--- config.mk ---
export PLATFORM = sky130hd
export DESIGN_NAME = markup_element_tokenizer_unit
export DESIGN_NICKNAME = d
export VERILOG_FILES = /design/src/rtl/metu_pkg.sv /design/src/rtl/metu_front.sv /design/src/rtl/metu_back.sv /design/src/rtl/metu_out.sv /design/src/rtl/markup_element_tokenizer_unit.sv
export VERILOG_INCLUDE_DIRS = /design/src /design/src/rtl
export SDC_FILE = /design/constraint.sdc
export NUM_CORES = 1
export LEC_CHECK = 0
export ABC_AREA = 1
export ABC_CLOCK_PERIOD_IN_PS = 13250
export BUFFER_PORTS_ARGS = -buffer_cell sky130_fd_sc_hd__buf_4
export CELL_PAD_IN_SITES_DETAIL_PLACEMENT = 1
export CELL_PAD_IN_SITES_GLOBAL_PLACEMENT = 1
export CORE_ASPECT_RATIO = 1.1
export CORE_MARGIN = 1.5
export CORE_UTILIZATION = 45
export DETAILED_ROUTE_END_ITERATION = 16
export GPL_TIMING_DRIVEN = 0
export HOLD_SLACK_MARGIN = 0.08
export MAX_ROUTING_LAYER = met4
export PLACE_DENSITY = 0.75
export SKIP_CTS_REPAIR_TIMING = 1
export SYNTH_ARGS = -nofsm -noshare
export SYNTH_HDL_FRONTEND = slang
export SYNTH_SLANG_ARGS = --single-unit
--- constraint.sdc ---
create_clock -name clk -period 13.25 [get_ports clk]
set_clock_uncertainty 0.1 [all_clocks]
set_input_delay 1.9875 -clock clk [delete_from_list [all_inputs] [get_ports clk]]
set_output_delay 1.9875 -clock clk [all_outputs]
set_load 0.005 [all_outputs]
--- src/rtl/markup_element_tokenizer_unit_assert.svh ---
// Assertion macros used by the tokenizer back.
`ifndef MARKUP_ELEMENT_TOKENIZER_UNIT_ASSERT_SVH
`define MARKUP_ELEMENT_TOKENIZER_UNIT_ASSERT_SVH

// The condition must hold whenever the antecedent holds in the same cycle.
`define METU_ASSERT_SAME(label, ante, cons, msg) \
    label: assert property (@(posedge clk) disable iff (!rst_n) (ante) |-> (cons)) \
        else $error(msg);

// The condition must hold in the cycle after the antecedent.
`define METU_ASSERT_NEXT(label, ante, cons, msg) \
    label: assert property (@(posedge clk) disable iff (!rst_n) (ante) |=> (cons)) \
        else $error(msg);

`endif

--- src/rtl/metu_pkg.sv ---
// Shared types, constants and helper functions of the markup element tokenizer.
package metu_pkg;

    // Lookahead window and the widths that follow from it.
    localparam int LOOKAHEAD_DEPTH = 8;
    localparam int CNT_W           = $clog2(LOOKAHEAD_DEPTH + 1);
    localparam int IDX_W           = $clog2(LOOKAHEAD_DEPTH);
    localparam int MAX_DROP        = 7;

    typedef logic [CNT_W-1:0] cnt_t;

    localparam cnt_t DEPTH_CNT = cnt_t'(LOOKAHEAD_DEPTH);

    // Queue between the front and the back; a power of two so the pointers wrap.
    localparam int QUEUE_DEPTH = 4;
    localparam int QPTR_W      = $clog2(QUEUE_DEPTH);
    localparam int QCNT_W      = $clog2(QUEUE_DEPTH + 1);

    localparam logic [QCNT_W-1:0] QUEUE_FULL = QCNT_W'(QUEUE_DEPTH);

    // Characters with a special meaning to the scanner.
    localparam logic [7:0] CH_TAB   = 8'h09;
    localparam logic [7:0] CH_LF    = 8'h0A;
    localparam logic [7:0] CH_CR    = 8'h0D;
    localparam logic [7:0] CH_SPACE = 8'h20;
    localparam logic [7:0] CH_BANG  = 8'h21;
    localparam logic [7:0] CH_QUOTE = 8'h22;
    localparam logic [7:0] CH_HASH  = 8'h23;
    localparam logic [7:0] CH_AMP   = 8'h26;
    localparam logic [7:0] CH_PLUS  = 8'h2B;
    localparam logic [7:0] CH_DASH  = 8'h2D;
    localparam logic [7:0] CH_SEMI  = 8'h3B;
    localparam logic [7:0] CH_LT    = 8'h3C;
    localparam logic [7:0] CH_GT    = 8'h3E;
    localparam logic [7:0] CH_RBRACE = 8'h7D;

    // Scanner modes.
    typedef enum logic [2:0] {
        MODE_START  = 3'd0,
        MODE_COMMENT = 3'd1,
        MODE_CHOOSE = 3'd2,
        MODE_TAG    = 3'd3,
        MODE_TEXT   = 3'd4,
        MODE_NUMREF = 3'd5
    } mode_t;

    // Input word as it arrives.
    typedef struct packed {
        logic [7:0] in_byte;
        logic       end_of_doc;
    } in_word_t;

    // Output word as it leaves.
    typedef struct packed {
        logic [7:0] out_byte;
        logic       byte_valid;
        logic       in_tag;
        logic       element_end;
        logic       last_of_run;
    } out_word_t;

    // Classified word held in the queue.
    typedef struct packed {
        logic [7:0] data;
        logic       store;
        logic       flush;
    } q_word_t;

    // Head of the queue as seen by the back.
    typedef struct packed {
        logic    valid;
        q_word_t word;
    } q_head_t;

    // One result before its end-of-run mark is known.
    typedef struct packed {
        logic [7:0] data;
        logic       valid;
        logic       tag;
        logic       elem_end;
    } result_t;

    // Write into the output buffer.
    typedef struct packed {
        logic      push;
        out_word_t word;
    } out_push_t;

    // Fold upper case letters to lower case.
    function automatic logic [7:0] to_lower(input logic [7:0] c);
        logic [7:0] r;
        r = c;
        if (c >= 8'h41 && c <= 8'h5A)
        begin
            r = c + 8'd32;
        end
        return r;
    endfunction

    // Case-blind compare of a buffer byte against a lower case character.
    function automatic logic ci_eq(input logic [7:0] c, input logic [7:0] ch);
        return to_lower(c) == ch;
    endfunction

endpackage

--- src/rtl/metu_front.sv ---
// Front: accepts document bytes, classifies them and queues them for the back.
module metu_front (
    input  logic               clk,
    input  logic               rst_n,
    input  logic               doc_valid,
    output logic               doc_ready,
    input  metu_pkg::in_word_t doc_word,
    input  logic               pop,
    output metu_pkg::q_head_t  head
);

    metu_pkg::q_word_t             slots_reg [metu_pkg::QUEUE_DEPTH];
    logic [metu_pkg::QPTR_W-1:0]   wr_ptr_reg, wr_ptr_next;
    logic [metu_pkg::QPTR_W-1:0]   rd_ptr_reg, rd_ptr_next;
    logic [metu_pkg::QCNT_W-1:0]   count_reg, count_next;
    metu_pkg::q_word_t             classified;
    logic                          push;
    logic                          take;

    // Classify the incoming byte: a zero is not stored and ends the document.
    always_comb
    begin
        classified.data  = doc_word.in_byte;
        classified.store = doc_word.in_byte != 8'd0;
        classified.flush = (doc_word.in_byte == 8'd0) || doc_word.end_of_doc;
    end

    // Handshake and queue status.
    assign doc_ready  = count_reg != metu_pkg::QUEUE_FULL;
    assign push       = doc_valid && doc_ready;
    assign take       = pop && (count_reg != '0);
    assign head.valid = count_reg != '0;
    assign head.word  = slots_reg[rd_ptr_reg];

    // Pointer and fill count updates.
    always_comb
    begin
        wr_ptr_next = wr_ptr_reg;
        rd_ptr_next = rd_ptr_reg;
        count_next  = count_reg;
        if (push)
        begin
            wr_ptr_next = wr_ptr_reg + 1'b1;
        end
        if (take)
        begin
            rd_ptr_next = rd_ptr_reg + 1'b1;
        end
        if (push && !take)
        begin
            count_next = count_reg + 1'b1;
        end
        else if (take && !push)
        begin
            count_next = count_reg - 1'b1;
        end
    end

    // Control registers.
    always_ff @(posedge clk or negedge rst_n)
    begin
        if (!rst_n)
        begin
            wr_ptr_reg <= '0;
            rd_ptr_reg <= '0;
            count_reg  <= '0;
        end
        else
        begin
            wr_ptr_reg <= wr_ptr_next;
            rd_ptr_reg <= rd_ptr_next;
            count_reg  <= count_next;
        end
    end

    // Queue storage.
    always_ff @(posedge clk)
    begin
        if (push)
        begin
            slots_reg[wr_ptr_reg] <= classified;
        end
    end

endmodule

--- src/rtl/metu_back.sv ---
// Back: lookahead buffer and scanner that turns queued bytes into results.
module metu_back (
    input  logic                clk,
    input  logic                rst_n,
    input  metu_pkg::q_head_t   head,
    output logic                pop,
    input  logic                out_full,
    output metu_pkg::out_push_t result
);

    // Scanner state.
    logic [7:0]          buf_reg [metu_pkg::LOOKAHEAD_DEPTH];
    logic [7:0]          buf_next [metu_pkg::LOOKAHEAD_DEPTH];
    metu_pkg::cnt_t      cnt_reg, cnt_next;
    metu_pkg::mode_t     mode_reg, mode_next;
    logic                pws_reg, pws_next;
    logic [1:0]          cdh_reg, cdh_next;
    logic                eopen_reg, eopen_next;
    logic                run_reg, run_next;
    logic                flush_reg, flush_next;

    // Result waiting for its end-of-run mark.
    metu_pkg::result_t   pend_reg, pend_next;
    logic                pend_valid_reg, pend_valid_next;
    logic                pend_final_reg, pend_final_next;

    // Buffer view after the new byte is written in.
    logic [7:0]          v [metu_pkg::LOOKAHEAD_DEPTH];
    metu_pkg::cnt_t      cnt_v;
    logic                start_run, active, flush_v;
    logic                do_act, do_fin;

    // Outcome of one scanner step.
    metu_pkg::cnt_t      a_drop;
    logic                a_repl;
    logic [7:0]          a_rch;
    logic                a_emit;
    metu_pkg::result_t   a_res;
    metu_pkg::mode_t     a_mode;
    logic                a_pws;
    logic [1:0]          a_cdh;
    logic                a_eopen;

    // Entity matches at the head of the buffer.
    logic                m_nbsp, m_amp, m_lt, m_gt, m_bull, m_quot, m_raquo;
    logic                is_break;

    // Buffer after the drop.
    logic [7:0]          ext [metu_pkg::LOOKAHEAD_DEPTH + metu_pkg::MAX_DROP];
    logic [7:0]          sh [metu_pkg::LOOKAHEAD_DEPTH];
    metu_pkg::cnt_t      post_cnt;

    // Step control.
    logic                new_r;
    metu_pkg::result_t   r;
    logic                push;
    logic                step_en;
    logic                run_end;

    // Take the head word when no run is in progress and write its byte in.
    always_comb
    begin
        start_run = !run_reg && head.valid;
        active    = run_reg || start_run;
        flush_v   = run_reg ? flush_reg : head.word.flush;
        v         = buf_reg;
        cnt_v     = cnt_reg;
        if (start_run && head.word.store && (cnt_reg < metu_pkg::DEPTH_CNT))
        begin
            v[cnt_reg[metu_pkg::IDX_W-1:0]] = head.word.data;
            cnt_v = cnt_reg + metu_pkg::cnt_t'(1);
        end
    end

    // A normal run steps while the window is full; a flush run drains it, then closes.
    assign do_act = active && (flush_v ? (cnt_v != '0) : (cnt_v == metu_pkg::DEPTH_CNT));
    assign do_fin = active && flush_v && (cnt_v == '0);

    // Pattern matches over the window, all in parallel.
    always_comb
    begin
        is_break = (v[0] == metu_pkg::CH_CR) || (v[0] == metu_pkg::CH_LF);
        m_nbsp   = metu_pkg::ci_eq(v[1], "n") && metu_pkg::ci_eq(v[2], "b") &&
                   metu_pkg::ci_eq(v[3], "s") && metu_pkg::ci_eq(v[4], "p") &&
                   (v[5] == metu_pkg::CH_SEMI);
        m_amp    = metu_pkg::ci_eq(v[1], "a") && metu_pkg::ci_eq(v[2], "m") &&
                   metu_pkg::ci_eq(v[3], "p") && (v[4] == metu_pkg::CH_SEMI);
        m_lt     = metu_pkg::ci_eq(v[1], "l") && metu_pkg::ci_eq(v[2], "t");
        m_gt     = metu_pkg::ci_eq(v[1], "g") && metu_pkg::ci_eq(v[2], "t") &&
                   (v[3] == metu_pkg::CH_SEMI);
        m_bull   = metu_pkg::ci_eq(v[1], "b") && metu_pkg::ci_eq(v[2], "u") &&
                   metu_pkg::ci_eq(v[3], "l") && metu_pkg::ci_eq(v[4], "l") &&
                   (v[5] == metu_pkg::CH_SEMI);
        m_quot   = metu_pkg::ci_eq(v[1], "q") && metu_pkg::ci_eq(v[2], "u") &&
                   metu_pkg::ci_eq(v[3], "o") && metu_pkg::ci_eq(v[4], "t") &&
                   (v[5] == metu_pkg::CH_SEMI);
        m_raquo  = metu_pkg::ci_eq(v[1], "r") && metu_pkg::ci_eq(v[2], "a") &&
                   metu_pkg::ci_eq(v[3], "q") && metu_pkg::ci_eq(v[4], "u") &&
                   metu_pkg::ci_eq(v[5], "o") && (v[6] == metu_pkg::CH_SEMI);
    end

    // Next mode and emitted result of one scanner step.
    always_comb
    begin
        a_drop  = '0;
        a_repl  = 1'b0;
        a_rch   = '0;
        a_emit  = 1'b0;
        a_res   = '0;
        a_mode  = mode_reg;
        a_pws   = pws_reg;
        a_cdh   = cdh_reg;
        a_eopen = eopen_reg;
        case (mode_reg)
            metu_pkg::MODE_START:
            begin
                if (is_break || (v[0] == metu_pkg::CH_TAB))
                begin
                    a_drop = metu_pkg::cnt_t'(1);
                end
                else if ((v[0] == metu_pkg::CH_LT) && (v[1] == metu_pkg::CH_BANG) &&
                         (v[2] == metu_pkg::CH_DASH))
                begin
                    a_mode = metu_pkg::MODE_COMMENT;
                    a_cdh  = 2'b00;
                end
                else
                begin
                    a_mode = metu_pkg::MODE_CHOOSE;
                end
            end
            metu_pkg::MODE_COMMENT:
            begin
                a_drop = metu_pkg::cnt_t'(1);
                if ((v[0] == metu_pkg::CH_GT) && (cdh_reg == 2'b11))
                begin
                    a_mode = metu_pkg::MODE_CHOOSE;
                end
                else
                begin
                    a_cdh = {cdh_reg[0], v[0] == metu_pkg::CH_DASH};
                end
            end
            metu_pkg::MODE_CHOOSE:
            begin
                // An exact "&lt;" at element start becomes a tag opener.
                if ((v[0] == metu_pkg::CH_AMP) && (v[1] == "l") && (v[2] == "t") &&
                    (v[3] == metu_pkg::CH_SEMI))
                begin
                    a_drop = metu_pkg::cnt_t'(3);
                    a_repl = 1'b1;
                    a_rch  = metu_pkg::CH_LT;
                end
                else if (v[0] == metu_pkg::CH_LT)
                begin
                    a_drop  = metu_pkg::cnt_t'(1);
                    a_eopen = 1'b1;
                    a_mode  = metu_pkg::MODE_TAG;
                end
                else
                begin
                    a_eopen = 1'b1;
                    a_pws   = 1'b0;
                    a_mode  = metu_pkg::MODE_TEXT;
                end
            end
            metu_pkg::MODE_TAG:
            begin
                if (v[0] == metu_pkg::CH_GT)
                begin
                    a_drop           = metu_pkg::cnt_t'(1);
                    a_emit           = 1'b1;
                    a_res.tag        = 1'b1;
                    a_res.elem_end   = 1'b1;
                    a_eopen          = 1'b0;
                    a_mode           = metu_pkg::MODE_START;
                end
                else if (is_break)
                begin
                    a_drop = metu_pkg::cnt_t'(1);
                end
                else if ((v[0] == metu_pkg::CH_AMP) && m_lt == 1'b0 &&
                         metu_pkg::ci_eq(v[1], "g") && metu_pkg::ci_eq(v[2], "t"))
                begin
                    a_drop = metu_pkg::cnt_t'(3);
                    a_repl = 1'b1;
                    a_rch  = metu_pkg::CH_GT;
                end
                else
                begin
                    a_drop      = metu_pkg::cnt_t'(1);
                    a_emit      = 1'b1;
                    a_res.data  = v[0];
                    a_res.valid = 1'b1;
                    a_res.tag   = 1'b1;
                end
            end
            metu_pkg::MODE_TEXT:
            begin
                if (v[0] == metu_pkg::CH_LT)
                begin
                    a_emit         = 1'b1;
                    a_res.elem_end = 1'b1;
                    a_eopen        = 1'b0;
                    a_mode         = metu_pkg::MODE_START;
                end
                else if (is_break || (v[0] == metu_pkg::CH_TAB))
                begin
                    a_drop = metu_pkg::cnt_t'(1);
                end
                else if (v[0] == metu_pkg::CH_AMP)
                begin
                    // Entities in priority order.
                    if (m_nbsp)
                    begin
                        a_drop = metu_pkg::cnt_t'(6);
                    end
                    else if (m_amp)
                    begin
                        a_drop      = metu_pkg::cnt_t'(5);
                        a_emit      = 1'b1;
                        a_res.data  = metu_pkg::CH_AMP;
                        a_res.valid = 1'b1;
                    end
                    else if (m_lt)
                    begin
                        a_drop = metu_pkg::cnt_t'(3);
                        a_repl = 1'b1;
                        a_rch  = metu_pkg::CH_LT;
                    end
                    else if (m_gt)
                    begin
                        a_drop      = metu_pkg::cnt_t'(4);
                        a_emit      = 1'b1;
                        a_res.data  = metu_pkg::CH_GT;
                        a_res.valid = 1'b1;
                    end
                    else if (m_bull)
                    begin
                        a_drop      = metu_pkg::cnt_t'(6);
                        a_emit      = 1'b1;
                        a_res.data  = metu_pkg::CH_PLUS;
                        a_res.valid = 1'b1;
                    end
                    else if (m_quot)
                    begin
                        a_drop      = metu_pkg::cnt_t'(6);
                        a_emit      = 1'b1;
                        a_res.data  = metu_pkg::CH_QUOTE;
                        a_res.valid = 1'b1;
                    end
                    else if (m_raquo)
                    begin
                        a_drop      = metu_pkg::cnt_t'(7);
                        a_emit      = 1'b1;
                        a_res.data  = metu_pkg::CH_RBRACE;
                        a_res.valid = 1'b1;
                    end
                    else if (v[1] == metu_pkg::CH_HASH)
                    begin
                        a_drop = metu_pkg::cnt_t'(1);
                        a_mode = metu_pkg::MODE_NUMREF;
                    end
                    else
                    begin
                        if (v[1] == metu_pkg::CH_SPACE)
                        begin
                            a_pws = 1'b0;
                        end
                        a_drop      = metu_pkg::cnt_t'(1);
                        a_emit      = 1'b1;
                        a_res.data  = metu_pkg::CH_AMP;
                        a_res.valid = 1'b1;
                    end
                end
                else if (v[0] == metu_pkg::CH_SPACE)
                begin
                    // Only the first space of a run goes out.
                    a_drop = metu_pkg::cnt_t'(1);
                    if (!pws_reg)
                    begin
                        a_pws       = 1'b1;
                        a_emit      = 1'b1;
                        a_res.data  = v[0];
                        a_res.valid = 1'b1;
                    end
                end
                else
                begin
                    a_drop      = metu_pkg::cnt_t'(1);
                    a_pws       = 1'b0;
                    a_emit      = 1'b1;
                    a_res.data  = v[0];
                    a_res.valid = 1'b1;
                end
            end
            metu_pkg::MODE_NUMREF:
            begin
                a_drop = metu_pkg::cnt_t'(1);
                if (v[0] == metu_pkg::CH_SEMI)
                begin
                    a_mode = metu_pkg::MODE_TEXT;
                end
            end
            default:
            begin
                a_mode = metu_pkg::MODE_START;
            end
        endcase
    end

    // Drop the consumed bytes, shift in zeros and apply a head replacement.
    always_comb
    begin
        for (int i = 0; i < metu_pkg::LOOKAHEAD_DEPTH + metu_pkg::MAX_DROP; i++)
        begin
            ext[i] = (i < metu_pkg::LOOKAHEAD_DEPTH) ? v[i % metu_pkg::LOOKAHEAD_DEPTH] : 8'd0;
        end
        for (int i = 0; i < metu_pkg::LOOKAHEAD_DEPTH; i++)
        begin
            sh[i] = 8'd0;
            for (int k = 0; k <= metu_pkg::MAX_DROP; k++)
            begin
                if (a_drop == metu_pkg::cnt_t'(k))
                begin
                    sh[i] = ext[i + k];
                end
            end
        end
        post_cnt = (cnt_v > a_drop) ? (cnt_v - a_drop) : '0;
        if (a_repl && (post_cnt != '0))
        begin
            sh[0] = a_rch;
        end
    end

    // Result of this cycle, pending-result flush and stall control.
    always_comb
    begin
        new_r = (do_act && a_emit) || (do_fin && eopen_reg);
        r     = a_res;
        if (do_fin)
        begin
            r          = '0;
            r.tag      = mode_reg == metu_pkg::MODE_TAG;
            r.elem_end = 1'b1;
        end
        push    = pend_valid_reg && (pend_final_reg || new_r);
        step_en = !push || !out_full;
        run_end = do_fin ||
                  (active && !flush_v && !(do_act && (post_cnt == metu_pkg::DEPTH_CNT)));
        pop     = start_run && step_en;
    end

    // Output word toward the result buffer.
    always_comb
    begin
        result.push             = push && step_en;
        result.word.out_byte    = pend_reg.data;
        result.word.byte_valid  = pend_reg.valid;
        result.word.in_tag      = pend_reg.tag;
        result.word.element_end = pend_reg.elem_end;
        result.word.last_of_run = pend_final_reg;
    end

    // Next state of the scanner and the pending result.
    always_comb
    begin
        buf_next   = buf_reg;
        cnt_next   = cnt_reg;
        mode_next  = mode_reg;
        pws_next   = pws_reg;
        cdh_next   = cdh_reg;
        eopen_next = eopen_reg;
        if (do_act)
        begin
            buf_next   = sh;
            cnt_next   = post_cnt;
            mode_next  = a_mode;
            pws_next   = a_pws;
            cdh_next   = a_cdh;
            eopen_next = a_eopen;
        end
        else if (do_fin)
        begin
            for (int i = 0; i < metu_pkg::LOOKAHEAD_DEPTH; i++)
            begin
                buf_next[i] = 8'd0;
            end
            cnt_next   = '0;
            mode_next  = metu_pkg::MODE_START;
            pws_next   = 1'b0;
            cdh_next   = 2'b00;
            eopen_next = 1'b0;
        end
        else if (active)
        begin
            buf_next = v;
            cnt_next = cnt_v;
        end
        run_next   = active && !run_end;
        flush_next = active ? flush_v : flush_reg;

        pend_next       = pend_reg;
        pend_valid_next = pend_valid_reg && !push;
        pend_final_next = pend_final_reg;
        if (new_r)
        begin
            pend_next       = r;
            pend_valid_next = 1'b1;
            pend_final_next = run_end;
        end
        else if (run_end)
        begin
            pend_final_next = 1'b1;
        end
    end

    // Scanner and control registers; everything holds while the output is stalled.
    always_ff @(posedge clk or negedge rst_n)
    begin
        if (!rst_n)
        begin
            for (int i = 0; i < metu_pkg::LOOKAHEAD_DEPTH; i++)
            begin
                buf_reg[i] <= 8'd0;
            end
            cnt_reg        <= '0;
            mode_reg       <= metu_pkg::MODE_START;
            pws_reg        <= 1'b0;
            cdh_reg        <= 2'b00;
            eopen_reg      <= 1'b0;
            run_reg        <= 1'b0;
            flush_reg      <= 1'b0;
            pend_valid_reg <= 1'b0;
            pend_final_reg <= 1'b0;
        end
        else if (step_en)
        begin
            buf_reg        <= buf_next;
            cnt_reg        <= cnt_next;
            mode_reg       <= mode_next;
            pws_reg        <= pws_next;
            cdh_reg        <= cdh_next;
            eopen_reg      <= eopen_next;
            run_reg        <= run_next;
            flush_reg      <= flush_next;
            pend_valid_reg <= pend_valid_next;
            pend_final_reg <= pend_final_next;
        end
    end

    // Pending result payload.
    always_ff @(posedge clk)
    begin
        if (step_en)
        begin
            pend_reg <= pend_next;
        end
    end

`include "markup_element_tokenizer_unit_assert.svh"

    // Between runs there is always room for the next byte.
    `METU_ASSERT_SAME(a_idle_room, !run_reg, cnt_reg < metu_pkg::DEPTH_CNT, "window full between runs")
    // A finished document leaves the scanner in its reset state.
    `METU_ASSERT_NEXT(a_flush_clears, do_fin && step_en, (cnt_reg == '0) && (mode_reg == metu_pkg::MODE_START) && !eopen_reg, "scanner not cleared after document end")
    // A result without its end-of-run mark exists only inside a run.
    `METU_ASSERT_SAME(a_open_pend_in_run, pend_valid_reg && !pend_final_reg, run_reg, "unresolved result outside a run")

endmodule

--- src/rtl/metu_out.sv ---
// Two-word result buffer that decouples the scanner from the output handshake.
module metu_out (
    input  logic                clk,
    input  logic                rst_n,
    input  metu_pkg::out_push_t result,
    output logic                full,
    output logic                tok_valid,
    input  logic                tok_ready,
    output metu_pkg::out_word_t tok_word
);

    metu_pkg::out_word_t slots_reg [2];
    logic                wr_ptr_reg, wr_ptr_next;
    logic                rd_ptr_reg, rd_ptr_next;
    logic [1:0]          count_reg, count_next;
    logic                push;
    logic                take;

    // Status and handshake.
    assign full      = count_reg == 2'd2;
    assign tok_valid = count_reg != 2'd0;
    assign tok_word  = slots_reg[rd_ptr_reg];
    assign push      = result.push && !full;
    assign take      = tok_valid && tok_ready;

    // Pointer and fill count updates.
    always_comb
    begin
        wr_ptr_next = push ? !wr_ptr_reg : wr_ptr_reg;
        rd_ptr_next = take ? !rd_ptr_reg : rd_ptr_reg;
        count_next  = count_reg;
        if (push && !take)
        begin
            count_next = count_reg + 2'd1;
        end
        else if (take && !push)
        begin
            count_next = count_reg - 2'd1;
        end
    end

    // Control registers.
    always_ff @(posedge clk or negedge rst_n)
    begin
        if (!rst_n)
        begin
            wr_ptr_reg <= 1'b0;
            rd_ptr_reg <= 1'b0;
            count_reg  <= 2'd0;
        end
        else
        begin
            wr_ptr_reg <= wr_ptr_next;
            rd_ptr_reg <= rd_ptr_next;
            count_reg  <= count_next;
        end
    end

    // Word storage.
    always_ff @(posedge clk)
    begin
        if (push)
        begin
            slots_reg[wr_ptr_reg] <= result.word;
        end
    end

endmodule

--- src/rtl/markup_element_tokenizer_unit.sv ---
// Top level of the markup element tokenizer: front, scanner back and result buffer.
// A result word passes the front queue, the pending result register and the result buffer.
// Throughput: one byte per cycle while the result buffer has room and each byte needs one scanner
// step; every further step (mode changes that consume nothing, each extra result) delays the next byte.
// A document end steps once per cycle while not stalled until the window is empty, then closes with a final step.
// Reset is asynchronous and clears the queue, the window, the scanner and the result buffer.
module markup_element_tokenizer_unit (
    input  logic                clk,
    input  logic                rst_n,
    input  logic                doc_valid,
    output logic                doc_ready,
    input  metu_pkg::in_word_t  doc_word,
    output logic                tok_valid,
    input  logic                tok_ready,
    output metu_pkg::out_word_t tok_word
);

    metu_pkg::q_head_t   head;
    logic                pop;
    logic                out_full;
    metu_pkg::out_push_t result;

    // Accept and classify bytes.
    metu_front u_front (
        .clk       (clk),
        .rst_n     (rst_n),
        .doc_valid (doc_valid),
        .doc_ready (doc_ready),
        .doc_word  (doc_word),
        .pop       (pop),
        .head      (head)
    );

    // Lookahead scanner.
    metu_back u_back (
        .clk      (clk),
        .rst_n    (rst_n),
        .head     (head),
        .pop      (pop),
        .out_full (out_full),
        .result   (result)
    );

    // Output buffer.
    metu_out u_out (
        .clk       (clk),
        .rst_n     (rst_n),
        .result    (result),
        .full      (out_full),
        .tok_valid (tok_valid),
        .tok_ready (tok_ready),
        .tok_word  (tok_word)
    );

endmodule
Yosys cells after proc, flatten, opt, wreduce, memory -nomap -nowiden. Memory sizes are Yosys's and may differ from the RTL's. Index checks and enable logic that the tools add are counted. Widths: inputs -> output; s select.

Flip-flop bits (word level): 101. Latch bits: 0. RAM bits: 64. Memory bits (read-only): 0. Input port bits: 13. Output and inout port bits: 14. Word-level logic and storage cells: 487. Memories kept: 2.

Add/sub/neg operators: 13. Multiply operators: 0. Divide/modulo/power cells: 0. Magnitude comparators: 14. Equal/unequal tests: 93. Shift-type cells: 0. Muxes and demuxes: 230. Bitwise logic cells: 2. Reduce and logical (&&, ||, !) cells: 106.

Memory list: u_front.slots_reg (depth 4, width 10, rd ports 1, clocked after Yosys merged registers in 0, wr ports 1, line metu_front.sv:12) `metu_pkg::q_word_t slots_reg [metu_pkg::QUEUE_DEPTH];`; u_out.slots_reg (depth 2, width 12, rd ports 1, clocked after Yosys merged registers in 0, wr ports 1, line metu_out.sv:12) `metu_pkg::out_word_t slots_reg [2];`.

Operators by type and width (count): $mux 8 (84); $mux 64 (4); $eq 8x7->1 const B (26); $mux 9 (13); $eq 8x6->1 const B (14); $ne 4x4->1 const B (20); $mux 3 (22); $bwmux 64 (1); $mux 4 (16); $logic_and 1x1->1 (63); $mux 1 (62); $ne 3x3->1 const B (14); $add 8x6->8 const B (5); $ge 8x7->1 const B (5); $le 8x7->1 const B (5); $demux 8 s3 (1); $eq 8x4->1 const B (3); $pmux 8 s3 (1); $mux 2 (11); $mux 10 (2); $pmux 4 s5 (1); $mux 6 (3); $pmux 3 s6 (1); $pmux 9 s2 (1); other kinds (38) (80).

Depth between registers and ports, before layout.
Word-level depth: 39. Gate-level depth with buffers: 44. Gate-level depth less buffers: 41.

Cells and area by module. From an unflattened synthesis, not the netlist that was laid out.

Cell total of the unflattened synthesis: 1967. Area total of the unflattened synthesis: 13364.1 um^2.

By module, submodules not included: metu_back (instances 1, cells each 1690, area an instance 10158.5 um^2, seq. area each 2307.2 um^2); metu_front (instances 1, cells each 183, area an instance 2088.3 um^2, seq. area each 1376.3 um^2); metu_out (instances 1, cells each 94, area an instance 1117.3 um^2, seq. area each 820.8 um^2).

Worst setup path after synthesis. Ideal clock, no wire load.

Kind: reg-to-reg. Start: register u_front.rd_ptr_reg[0] in the netlist's numbering. End: register u_back.buf_reg[56] in the netlist's numbering. Library setup time: 0.122 ns. Arrival: 4.836 ns. Data required time: 13.028 ns. Slack: 8.192 ns. Cell stages (with the launch flop): 44. Path buffers: 2. Period minus slack after synthesis: 5.058 ns. Cells stage by stage: dfrtp_1 > inv_2 > buf_6 > nand2_1 > nand3_2 > nand2_2 > nor3_4 > nand2_1 > inv_1 > nand2_1 > o21ai_0 > inv_1 > ha_1 > inv_1 > nor2_1 > nand3_1 > nand2_1 > nand3_2 > [8 not listed] > buf_4 > ha_1 > fa_1 > nor2_1 > o22ai_1 > inv_1 > nor2_1 > inv_1 > nand3b_1 > nand2_1 > a21oi_1 > or2_1 > inv_2 > nor2_1 > inv_1 > a21oi_1 > nand2_1 > a21oi_1.

Cells in the longest elaborated chain, start to end: 35. Elaborated cells on any way between the ends: 201. Classes of those cells: 6 x add/sub; 11 x order compare; 46 x eq/ne; 81 x mux; 1 x bitwise; 55 x reduce/logical; 1 x memory.

Ends and longest elaborated chain: start: declaration (line metu_front.sv:14) `logic [metu_pkg::QPTR_W-1:0] rd_ptr_reg, rd_ptr_next;`; start signal: assignment (line metu_front.sv:71) `rd_ptr_reg <= rd_ptr_next;`; $mem_v2 4x10 (*); $logic_and 1x1->1 (2 in series) (line metu_back.sv:68) `if (start_run && head.word.store && (cnt_reg < metu_pkg::DEPTH_CNT))`; $mux 64 (line metu_back.sv:68); $ge 8x7->1 or $le 8x7->1 (tied branches) (line metu_pkg.sv:93) `if (c >= 8'h41 && c <= 8'h5A)`; $logic_and 1x1->1 (line metu_pkg.sv:93); $mux 8 (line metu_pkg.sv:93); $eq 8x7->1 (line metu_pkg.sv:102) `return to_lower(c) == ch;`; $logic_and 1x1->1 (2 in series) (line metu_back.sv:97) `m_raquo = metu_pkg::ci_eq(v[1], "r") && metu_pkg::ci_eq(v[2], "a") &&`; [10 not listed]; $mux 4 (line metu_back.sv:211) `else if (v[0] == metu_pkg::CH_AMP)`; $mux 4 (line metu_back.sv:207) `else if (is_break || (v[0] == metu_pkg::CH_TAB))`; $mux 4 (line metu_back.sv:200) `if (v[0] == metu_pkg::CH_LT)`; $pmux 4 s5 (line metu_back.sv:114) `case (mode_reg)`; $logic_not 4->1 (line metu_back.sv:324) `if (a_drop == metu_pkg::cnt_t'(k))`; $mux 8 (8 in series) (line metu_back.sv:324); $mux 8 (line metu_back.sv:331) `if (a_repl && (post_cnt != '0))`; $mux 64 (line metu_back.sv:375) `if (do_act)`; end signal: assignment (line metu_back.sv:440) `buf_reg <= buf_next;`; end: declaration (line metu_back.sv:12) `logic [7:0] buf_reg [metu_pkg::LOOKAHEAD_DEPTH];`.

Mark *: on every way between the ends. The rest lies on a longest branch, timed or not. The select of a mux whose other input is x is not followed. A chain may end at the register's enable or synchronous reset.

Worst setup path in the final report.
Start: register u_front.count_reg[0] in the netlist's numbering. End: register u_back.buf_reg[56] in the netlist's numbering.

Cells in the longest elaborated chain, start to end: 36. Elaborated cells on any way between the ends: 201. Classes of those cells: 6 x add/sub; 11 x order compare; 46 x eq/ne; 79 x mux; 1 x bitwise; 58 x reduce/logical.

Ends and longest elaborated chain: start: declaration (line metu_front.sv:15) `logic [metu_pkg::QCNT_W-1:0] count_reg, count_next;`; start signal: assignment (line metu_front.sv:72) `count_reg <= count_next;`; $reduce_bool 3->1 (*) (line metu_front.sv:32) `assign head.valid = count_reg != '0;`; $logic_and 1x1->1 (*) (line metu_back.sv:63) `start_run = !run_reg && head.valid;`; $logic_and 1x1->1 (2 in series) (line metu_back.sv:68); $mux 64 (line metu_back.sv:68); $ge 8x7->1 or $le 8x7->1 (tied branches) (line metu_pkg.sv:93); $logic_and 1x1->1 (line metu_pkg.sv:93); $mux 8 (line metu_pkg.sv:93); $eq 8x7->1 (line metu_pkg.sv:102); [12 not listed]; $mux 4 (line metu_back.sv:211); $mux 4 (line metu_back.sv:207); $mux 4 (line metu_back.sv:200); $pmux 4 s5 (line metu_back.sv:114); $logic_not 4->1 (line metu_back.sv:324); $mux 8 (8 in series) (line metu_back.sv:324); $mux 8 (line metu_back.sv:331); $mux 64 (line metu_back.sv:375).

Marked as above.

==> run metrics <==
worst reg-to-reg setup slack 5.80 ns; via count about 14000; class of the worst hold path register to register; syn avg cell area 6.95 sq um; hold path cells 0; Worst setup EP type register; Critical Path Source Type register; final worst-path cycle share 0.562; CP peak stage delay around 0.65 ns; DRT antenna net count 0; CTS tree done; area grow syn2layout 10.2%; worst-margin pin slew approximately 1.4 ns; synth cell count leaders 506 x nand2_1, 173 x nor2_1, 168 x inv_1; most frequent cell after synthesis nand2_1; GRT Util Overall 0.424; kind of critical path register to register; placed insts approximately 2200; mean routed wirelength per cell approximately 27 um; overall routed net length between 60000 and 70000 um; Die Y approximately 180 um; Synth cell types 59; CTS clock-pin slew for the worst setup and hold paths roughly 0.080 ns; RSZ-0062 raised after global routing false; arrival time at the worst endpoint around 7.7 ns; GRT overflow 0; final std cells w/o fill about 2300; cells after synthesis around 1900; R2R cell count 36; final setup fails 0; Final min period between 7 and 8 ns; largest net degree at the start of global routing slightly above 90; setup TNS 0 ns; Vias/cell around 6.3; GPL Wtd Cong between 1 and 1.5; Worst-Skew Late Latency 0.46 ns; yosys warns 0; CTS max path bufs 2; count of input and output buffers 26; Critical-path top delay cell clkinv_1; Max Cap Violations 0; first-pass GRT wire length about 90000 um; drt first pass iters 5; register area share after synthesis 0.349; top post-synthesis cells by area dfrtp_1 17%, edfxtp_1 17%, nand2_1 15%; post-synth top area share 0.175; Fmax between 100 and 150 MHz; CP max FO 10; number of synthesized flops with an enable pin 75; Core ar. 0.0280 sq mm; Root Driver clkbuf_16; synthesized cell area around 0.013 sq mm; Top cell by count, worst path nor2_1; Starting Density 0.460; Die Wd between 150 and 200 um; ys flop type dfrtp_1; fraction of registers with async set/reset 0.545; Slew Limit Fails 0; area of the die a little under 0.03 sq mm; fill count 3631; total CTS buffers 17; status complete, no violations; fin util 0.508; Post-DP HPWL approximately 46000 um; clk sink count 165; WP data required 13.53 ns; Synth Net Count between 1500 and 2000; #FFs+latches synth approximately 170; max reg flops 64; antenna violations before repair 0; via count of the first global-routing pass ~15000; Final Hold Fails 0; share of layout cells above drive strength 1 0.128; NumNets Final ~1900; # H-tree levels 4; # DRC 0; 1st-iter DRT viols ~1600; row count between 60 and 70; I/O Pins 27; Slew HR 0.0320; cell taking the most area after synthesis dfrtp_1
## per-layer routing
| metal | vias to the layer above | share of wire | track usage |
|---|---|---|---|
| li1 | 6363 | - | - |
| met2 | 749 | 0.45 | 0.642 |
| met4 | 0 | 0.056 | 0.217 |
| met1 | 7055 | 0.40 | 0.526 |
| met5 | - | 0 | - |
| met3 | 229 | 0.094 | 0.0999 |
## cells by family after synthesis
group                      Yosys count  synth area share
buffers and inverters              282            0.0948
and+or+nand+nor                    959             0.336
AOI/OAI and AO/OA                  419             0.192
muxes                                4           0.00320
adders and majority gates           17            0.0176
xor gates and xnor gates            11           0.00747
DFF                                165             0.349
## final timing paths
check | from | end
setup / recovery | u_front.count_reg[0] | u_back.buf_reg[56]
hold / removal | u_back.result[11] | u_out.slots_reg[0][11]
setup reg to reg | u_front.count_reg[0] | u_back.buf_reg[56]
hold reg to reg | u_back.result[11] | u_out.slots_reg[0][11]
max in group asynchronous | rst_n | u_back.buf_reg[45]
min in group asynchronous | rst_n | u_back.mode_reg[2]
## placed cells by master, fill, tap and decap left out, types with 14 or more instances in the layout
cell type and count:
clkbuf_1 26, o21ai_1 74, nand4_1 47, nand2_2 22, edfxtp_1 75, inv_2 35, o21ai_0 75, buf_4 35
nand2_1 506, buf_6 14, a21oi_1 141, nor3_1 25, dfrtp_1 90, inv_1 168, clkbuf_16 17, ha_1 15
o22ai_1 30, a22oi_1 27, buf_2 24, nor2_1 173, nor4_1 14, nand3_1 109
## worst max-delay path, delay by kind of cell (launching register included)
kind	cells	cell delay (ns)
AOI/OAI and AO/OA	8	1.73
adders and majority gates	2	0.85
buffers and inverters	10	2.10
DFF	1	0.43
and+or+nand+nor	16	2.16
## stage by stage
step                      cell area [sq um]  hold slack [ns]  setup slack [ns]
after floorplan                       12900            0.321              8.19
after global placement                13600            0.324              6.34
after detailed placement              13600            0.340              6.27
after CTS                             14200            0.357              6.09
after global routing                  14200            0.365              5.62
final                                 14200            0.352              5.80
## final cells by class
| type | count | area (sq um) | share of cell area |
|---|---|---|---|
| Tap cell | 363 | 454 | 0.0319 |
| Multi-Input combinational cell | 1410 | 7180 | 0.505 |
| Inverter | 207 | 777 | 0.0546 |
| Clock buffer | 18 | 429 | 0.0302 |
| Antenna cell | 1 | 2.50 | 0.000176 |
| Clock inverter | 14 | 208 | 0.0146 |
| Buffer | 75 | 447 | 0.0314 |
| Timing Repair Buffer | 27 | 226 | 0.0159 |
| Sequential cell | 165 | 4500 | 0.317 |
Power is not shown: default switching activity piles up to over one toggle a cycle in this logic, so the estimate is an artifact.
